**src/hw/rtl/rmfh_pkg.sv**
```systemverilog
// Shared types and constants for the recursive mutex with FIFO handoff.
// Holds field widths and status codes; it depends on nothing else.
`default_nettype none

package rmfh_pkg;

    // Field widths of the request and result transactions.
    localparam int TID_W   = 6;
    localparam int DEPTH_W = 8;

    // The recursion depth never grows past what one byte holds.
    localparam int DEPTH_CEIL = 255;

    typedef logic [2:0] status_t;

    // Result status codes.
    localparam status_t ST_GRANTED    = 3'd0;
    localparam status_t ST_QUEUED     = 3'd1;
    localparam status_t ST_LOWERED    = 3'd2;
    localparam status_t ST_HANDOFF    = 3'd3;
    localparam status_t ST_FREE       = 3'd4;
    localparam status_t ST_OVERFLOW   = 3'd5;
    localparam status_t ST_NOT_HOLDER = 3'd6;
    localparam status_t ST_QUEUE_FULL = 3'd7;

    // Request kinds.
    localparam logic REQ_ACQUIRE = 1'b0;
    localparam logic REQ_RELEASE = 1'b1;

endpackage

`default_nettype wire

```
**src/hw/rtl/recursive_mutex_fifo_handoff.sv**
```systemverilog
// Top level of the recursive mutex with a FIFO wait queue and direct handoff.
// Depends on rmfh_pkg for widths and status codes.
//
// Usage:
//   Requests arrive on the s_axis channel: tuser carries the request kind
//   (acquire or release), tdata carries the thread number. Every request
//   produces exactly one result transaction on the m_axis channel with the
//   status code in tuser and the lock state after the request in tdata.
//   The cfg channel writes the recursive_mode bit; it is always ready and is
//   meant to be written only while no request is in flight.
//   A request accepted at a clock edge sits in the input register, and the
//   decision logic behind it loads the result register as soon as that is
//   free or being taken; the result is offered from that register.
//   Throughput: one request per cycle while the receiver keeps taking results,
//   set by the single decision stage; the wait queue memory keeps the entry
//   behind the head prefetched so a handoff never waits for a read.
//   Reset frees the lock, empties the wait queue and clears recursive_mode.
//   The queue memory is not cleared; only entries written are ever read.
//   When the receiver stalls, the result is held, one more request is taken
//   into the input register, and then s_axis_tready drops until the result
//   is taken.
`default_nettype none

module recursive_mutex_fifo_handoff #(
    parameter int QUEUE_SLOTS   = 64,
    parameter int MAX_RECURSION = 255
) (
    input  wire logic        clk,
    input  wire logic        rst_n,

    // Configuration write: recursive_mode in bit 0.
    input  wire logic        cfg_valid,
    output logic             cfg_ready,
    input  wire logic        cfg_data,

    // Request stream.
    input  wire logic        s_axis_tvalid,
    output logic             s_axis_tready,
    input  wire logic [7:0]  s_axis_tdata,   // [5:0] thread_id, [7:6] zero
    input  wire logic        s_axis_tuser,   // [0] req_type

    // Result stream.
    output logic             m_axis_tvalid,
    input  wire logic        m_axis_tready,
    output logic [23:0]      m_axis_tdata,   // [0] woken_valid, [6:1] woken_thread,
                                             // [7] locked, [13:8] owner_thread,
                                             // [21:14] owner_depth, [23:22] zero
    output rmfh_pkg::status_t m_axis_tuser   // [2:0] status
);

    import rmfh_pkg::*;

    localparam int PTR_W     = (QUEUE_SLOTS > 1) ? $clog2(QUEUE_SLOTS) : 1;
    localparam int CNT_W     = $clog2(QUEUE_SLOTS + 1);
    localparam int LIMIT_REC = (MAX_RECURSION > DEPTH_CEIL) ? DEPTH_CEIL :
                               ((MAX_RECURSION < 1) ? 1 : MAX_RECURSION);

    // Advance a ring pointer with wraparound.
    function automatic logic [PTR_W-1:0] ptr_inc(input logic [PTR_W-1:0] p);
        logic [PTR_W-1:0] r;
        if (p == PTR_W'(QUEUE_SLOTS - 1))
            r = '0;
        else
            r = p + 1'b1;
        return r;
    endfunction

    // Configuration.
    logic                 mode_reg;

    // Input register.
    logic                 in_valid_reg;
    logic                 in_req_reg;
    logic [TID_W-1:0]     in_tid_reg;

    // Lock state.
    logic                 holder_valid_reg, holder_valid_next;
    logic [TID_W-1:0]     holder_id_reg, holder_id_next;
    logic [DEPTH_W-1:0]   hold_depth_reg, hold_depth_next;

    // Wait queue.
    logic [TID_W-1:0]     ring_mem [QUEUE_SLOTS];
    logic [PTR_W-1:0]     head_reg, head_next;
    logic [PTR_W-1:0]     tail_reg, tail_next;
    logic [CNT_W-1:0]     count_reg, count_next;
    logic [TID_W-1:0]     head_val_reg, head_val_next;
    logic [TID_W-1:0]     behind_reg;
    logic [PTR_W-1:0]     rd_addr;
    logic                 push;
    logic                 pop;

    // Result register.
    logic                 out_valid_reg;
    status_t              out_status_reg;
    logic                 out_woken_valid_reg;
    logic [TID_W-1:0]     out_woken_thread_reg;
    logic                 out_locked_reg;
    logic [TID_W-1:0]     out_owner_reg;
    logic [DEPTH_W-1:0]   out_depth_reg;

    // Decision stage signals.
    logic                 advance;
    logic                 is_holder;
    logic [DEPTH_W-1:0]   depth_limit;
    status_t              status;
    logic                 woken_valid;
    logic [TID_W-1:0]     woken_thread;

    // Handshakes: the decision stage moves when the result register is free.
    assign cfg_ready     = 1'b1;
    assign advance       = in_valid_reg && (!out_valid_reg || m_axis_tready);
    assign s_axis_tready = !in_valid_reg || advance;

    // Configuration register.
    always_ff @(posedge clk or negedge rst_n)
    begin
        if (!rst_n)
            mode_reg <= 1'b0;
        else if (cfg_valid && cfg_ready)
            mode_reg <= cfg_data;
    end

    // Input register.
    always_ff @(posedge clk or negedge rst_n)
    begin
        if (!rst_n)
            in_valid_reg <= 1'b0;
        else if (s_axis_tready)
            in_valid_reg <= s_axis_tvalid;
    end

    always_ff @(posedge clk)
    begin
        if (s_axis_tvalid && s_axis_tready)
        begin
            in_req_reg <= s_axis_tuser;
            in_tid_reg <= s_axis_tdata[TID_W-1:0];
        end
    end

    // Decide the outcome of the request and the next lock and queue state.
    always_comb
    begin
        is_holder   = holder_valid_reg && (holder_id_reg == in_tid_reg);
        depth_limit = mode_reg ? DEPTH_W'(LIMIT_REC) : DEPTH_W'(1);

        holder_valid_next = holder_valid_reg;
        holder_id_next    = holder_id_reg;
        hold_depth_next   = hold_depth_reg;
        head_next         = head_reg;
        tail_next         = tail_reg;
        count_next        = count_reg;
        head_val_next     = head_val_reg;
        push              = 1'b0;
        pop               = 1'b0;
        woken_valid       = 1'b0;
        woken_thread      = '0;
        status            = ST_NOT_HOLDER;

        if (in_req_reg == REQ_ACQUIRE)
        begin
            if (is_holder)
            begin
                if (hold_depth_reg < depth_limit)
                begin
                    hold_depth_next = hold_depth_reg + 1'b1;
                    status          = ST_GRANTED;
                end
                else
                begin
                    status = ST_OVERFLOW;
                end
            end
            else if (!holder_valid_reg)
            begin
                holder_valid_next = 1'b1;
                holder_id_next    = in_tid_reg;
                hold_depth_next   = DEPTH_W'(1);
                status            = ST_GRANTED;
            end
            else if (count_reg == CNT_W'(QUEUE_SLOTS))
            begin
                status = ST_QUEUE_FULL;
            end
            else
            begin
                push       = 1'b1;
                tail_next  = ptr_inc(tail_reg);
                count_next = count_reg + 1'b1;
                status     = ST_QUEUED;
                // A thread entering an empty queue becomes the head.
                if (count_reg == '0)
                    head_val_next = in_tid_reg;
            end
        end
        else
        begin
            if (!is_holder)
            begin
                status = ST_NOT_HOLDER;
            end
            else if (hold_depth_reg > DEPTH_W'(1))
            begin
                hold_depth_next = hold_depth_reg - 1'b1;
                status          = ST_LOWERED;
            end
            else if (count_reg != '0)
            begin
                pop             = 1'b1;
                head_next       = ptr_inc(head_reg);
                count_next      = count_reg - 1'b1;
                head_val_next   = behind_reg;
                holder_id_next  = head_val_reg;
                hold_depth_next = DEPTH_W'(1);
                woken_valid     = 1'b1;
                woken_thread    = head_val_reg;
                status          = ST_HANDOFF;
            end
            else
            begin
                holder_valid_next = 1'b0;
                holder_id_next    = '0;
                hold_depth_next   = '0;
                status            = ST_FREE;
            end
        end

        // Entry behind the head as of the next cycle, for the prefetch read.
        rd_addr = ptr_inc(advance ? head_next : head_reg);
    end

    // Lock and queue state registers.
    always_ff @(posedge clk or negedge rst_n)
    begin
        if (!rst_n)
        begin
            holder_valid_reg <= 1'b0;
            holder_id_reg    <= '0;
            hold_depth_reg   <= '0;
            head_reg         <= '0;
            tail_reg         <= '0;
            count_reg        <= '0;
        end
        else if (advance)
        begin
            holder_valid_reg <= holder_valid_next;
            holder_id_reg    <= holder_id_next;
            hold_depth_reg   <= hold_depth_next;
            head_reg         <= head_next;
            tail_reg         <= tail_next;
            count_reg        <= count_next;
        end
    end

    // Wait queue memory: write at the tail, registered read of the entry
    // behind the head, bypassing a write to that same entry.
    always_ff @(posedge clk)
    begin
        if (advance && push)
            ring_mem[tail_reg] <= in_tid_reg;
        if (advance && push && (tail_reg == rd_addr))
            behind_reg <= in_tid_reg;
        else
            behind_reg <= ring_mem[rd_addr];
        if (advance)
            head_val_reg <= head_val_next;
    end

    // Result register.
    always_ff @(posedge clk or negedge rst_n)
    begin
        if (!rst_n)
            out_valid_reg <= 1'b0;
        else if (advance)
            out_valid_reg <= 1'b1;
        else if (m_axis_tready)
            out_valid_reg <= 1'b0;
    end

    always_ff @(posedge clk)
    begin
        if (advance)
        begin
            out_status_reg       <= status;
            out_woken_valid_reg  <= woken_valid;
            out_woken_thread_reg <= woken_thread;
            out_locked_reg       <= holder_valid_next;
            out_owner_reg        <= holder_id_next;
            out_depth_reg        <= hold_depth_next;
        end
    end

    assign m_axis_tvalid = out_valid_reg;
    assign m_axis_tuser  = out_status_reg;
    assign m_axis_tdata  = {2'b00, out_depth_reg, out_owner_reg, out_locked_reg,
                            out_woken_thread_reg, out_woken_valid_reg};

    // The queue never holds more than its slots.
    a_count_bound: assert property (@(posedge clk) disable iff (!rst_n)
        count_reg <= CNT_W'(QUEUE_SLOTS))
        else $error("wait queue count exceeds its slots");

    // A free lock has no owner and no depth.
    a_free_clean: assert property (@(posedge clk) disable iff (!rst_n)
        !holder_valid_reg |-> (hold_depth_reg == '0) && (holder_id_reg == '0))
        else $error("free lock carries owner or depth");

    // A held lock always has a nonzero depth.
    a_held_depth: assert property (@(posedge clk) disable iff (!rst_n)
        holder_valid_reg |-> (hold_depth_reg != '0))
        else $error("held lock with zero depth");

    // A woken thread is reported exactly on a handoff.
    a_woken_handoff: assert property (@(posedge clk) disable iff (!rst_n)
        m_axis_tvalid |-> (out_woken_valid_reg == (out_status_reg == ST_HANDOFF)))
        else $error("woken flag disagrees with status");

    // A handoff leaves the lock held at depth one.
    a_handoff_depth: assert property (@(posedge clk) disable iff (!rst_n)
        (advance && pop) |=> holder_valid_reg && (hold_depth_reg == DEPTH_W'(1)))
        else $error("handoff did not leave depth one");

endmodule

`default_nettype wire

```
**config.mk**
```make
export PLATFORM = sky130hd
export DESIGN_NAME = recursive_mutex_fifo_handoff
export DESIGN_NICKNAME = d
export VERILOG_FILES = /design/src/hw/rtl/rmfh_pkg.sv /design/src/hw/rtl/recursive_mutex_fifo_handoff.sv
export SDC_FILE = /design/constraint.sdc
export NUM_CORES = 1
export LEC_CHECK = 0
export BUFFER_PORTS_ARGS = -buffer_cell sky130_fd_sc_hd__buf_2
export CAP_MARGIN = 5
export CORE_ASPECT_RATIO = 1.25
export CORE_MARGIN = 2
export CORE_UTILIZATION = 61
export CTS_CLUSTER_SIZE = 40
export DETAILED_ROUTE_END_ITERATION = 12
export PLACE_DENSITY = 0.82
export REMOVE_ABC_BUFFERS = 1
export SYNTH_ARGS = -nofsm -noshare
export SYNTH_HDL_FRONTEND = slang
export SYNTH_SLANG_ARGS = --single-unit
```
**constraint.sdc**
```tcl
create_clock -name clk -period 4.2 [get_ports clk]
set_input_delay 0.42 -clock clk [delete_from_list [all_inputs] [get_ports clk]]
set_output_delay 0.42 -clock clk [all_outputs]
set_load 0.05 [all_outputs]
```
==> results.ini <==
[synthesis]
netlist_instances=1086
synth-edff-count=422
synth_area_leaders=edfxtp_1 (66%), mux4_2 (13%), dfrtp_1 (4.8%), nor2_1 (1.8%), mux2_2 (1.5%)
synth_area_per_cell_um2=17.8
yosysWarningCount=0
ys.flop_type=edfxtp_1
synth.most_common_cell=edfxtp_1
synthesis.area_um2=19300
synth_common_cells=edfxtp_1 (422), mux4_2 (108), nor2_1 (95)
synth_seq_cells=465
yosysTopAreaCell=edfxtp_1
ys_types=70
async_reset_ff_share_pct=7.96
synth_top_area_share_pct=65.6
ys_seq_area_share_pct=71.0

[clock_tree]
cts_hold_buf=0
cts_made_buffers=44
cts_resized=0
cts_buffer_depth=3
clk_pin_slew_worst_paths_ps=60
post_cts_buffers=0
htree_num_levels=2
cts_root_buf=clkbuf_16
tritoncts=built
clock-sinks=465
worstSkewPairLatency_ps=560

[timing]
hold_slack_ps=11.0
setup_viol=0
worst_pin_slew_ps=1110
relSlewSlack_pct=26.0
final.period_utilization_pct=80.0
finalCriticalPeriod_ps=3360
hold_viol=0
timing.fmax_mhz=298
final_max_slew_viol_count=0
fin_skew_ps=25.3
rsz0062_at_grt=no

[drt]
drtIter0Drc=1457
firstDrtPassIters=6
drc=0
routedWlPerCell_um=25.9
vias_per_cell=6.55
routed_wirelength_mm=40.7
vias=10300
ant_nets=0

[floorplan]
dieArea_um2=33100
core_area_um2=31100
die_width_um=163
die_h_um=203
io_pins=45
floorplan.initialDensity_pct=62.2
rows=72

[setup_path]
reg2reg_depth=8
critPathMaxFanout=11
reg2reg_to=ring_mem[27][5]
worstPathRequired_ps=4380
r2r_slack_ps=840
arrival_ps=3540
setup.worst_path.class=flip-flop to flip-flop
worstSetupStartpointType=flip-flop
cp-end-kind=flip-flop
worstReg2RegStart=in_tid_reg[5]

[power]
swShare_pct=25.7
clock_power_share_pct=36.2
internal_power_mw=8.01
comb_power_share_pct=13.2
ir_worst_vdd_mv=0.391
power.switching_mw=2.77
power_frac_seq_pct=50.6
power_leakage_nw=7.13
powerDensity_nw_per_um2=505
total_power_mw=10.8

[finish]
area_growth_pct=10.6
largest_register_ffs=384
final_area_um2=21400
antenna_cells=0
nets=1167
nFillCells=1862
drive_gt1_share_pct=23.3

[grt]
antenna_found_initial=0
grt_pass1_vias=10500
grt_pass1_wl_mm=62.7
grt_util_all_layers_pct=25.5
grt_max_degree=67
overflow=0

[min_path]
min_path_type=primary input to async pin

[outcome]
status=complete, no violations

[placement]
dp_hpwl_mm=24.2
port_buffers=39
gp_congestion=0.891
place_area_um2=19900

[job]
max-cap-violations=0

==> per-layer routing <==
layer | wire [um] | vias up | part of all wire, % | track usage (%)
met5 | 0 | - | 0 | 0
met4 | 1500 | 0 | 3.7 | 9.51
met3 | 2930 | 102 | 7.2 | 4.15
met2 | 21500 | 552 | 53 | 44.4
met1 | 14800 | 5250 | 36 | 32.4
li1 | - | 4420 | - | -
==> worst max path at each step <==
stage	slack, ps	start	end	depth (start not counted)
2_1_floorplan	-1740	flip-flop	head_val_reg[0]	4
3_3_place_gp	1060	in_tid_reg[5]	ring_mem[29][5]	8
3_5_place_dp	970	in_tid_reg[5]	ring_mem[26][0]	8
4_1_cts	860	in_tid_reg[5]	ring_mem[27][5]	8
5_1_grt	610	hold_depth_reg[0]	flip-flop	11
6_report	840	in_tid_reg[5]	ring_mem[27][5]	8
==> cells in the final DEF (no fill, tap or decap), drive strengths merged, types with 15 or more instances in the layout <==
cell    count
mux4      108
a21oi      24
nand2      57
nand3      15
nor2       95
edfxtp    422
ha         18
clkbuf     63
o21ai      36
mux2       27
buf        56
dfrtp      37
==> stage by stage <==
step | std cells | setup TNS [ps] | setup WS, ps | util, %
2_1_floorplan | 1031 | -10360 | -1740 | -
3_3_place_gp | 1494 | 0 | 1060 | 64.1
3_5_place_dp | 1494 | 0 | 974 | 64.1
4_1_cts | 1575 | 0 | 861 | 68.7
5_1_grt | 1575 | 0 | 614 | 68.7
6_report | 1575 | 0 | 839 | 68.7
==> cells by family after synthesis <==
| family | Yosys count | share of synthesized area [%] |
|---|---|---|
| xor+xnor | 21 | 0.991 |
| flops | 465 | 71.0 |
| other cells | 2 | 0.0389 |
| buf+inv | 68 | 1.53 |
| mux | 143 | 14.6 |
| compound gates | 129 | 4.54 |
| simple gates | 239 | 6.04 |
| fa+ha+maj | 19 | 1.27 |
==> power by group through the flow <==
stage	combinational, mW	sequential [mW]	clock [mW]
6_report	1.43	5.45	3.90
5_1_grt	1.53	5.47	4.13
4_1_cts	1.42	5.45	3.96
3_5_place_dp	1.40	5.53	0
3_3_place_gp	1.35	5.52	0
2_1_floorplan	0.859	5.66	0
==> final cells by class <==
type	count	area, um^2	area share, %
tap	407	509	2.38
clock buffer	63	1240	5.81
sequential	465	13700	64.2
multi-input combinational	554	5310	24.8
timing repair buffer	56	348	1.63
inverter	12	45.0	0.211
clock inverter	18	188	0.878
==> critical path: stages (launching register included) <==
cell and delay, ps:
edfxtp_1 440, xnor2_1 170, and4_1 280, nand2_1 300
and4_1 280, buf_4 210, nor2b_1 350, nand3_1 370
nor2_1 580
No activity file was read; power rests on OpenSTA's default activity.
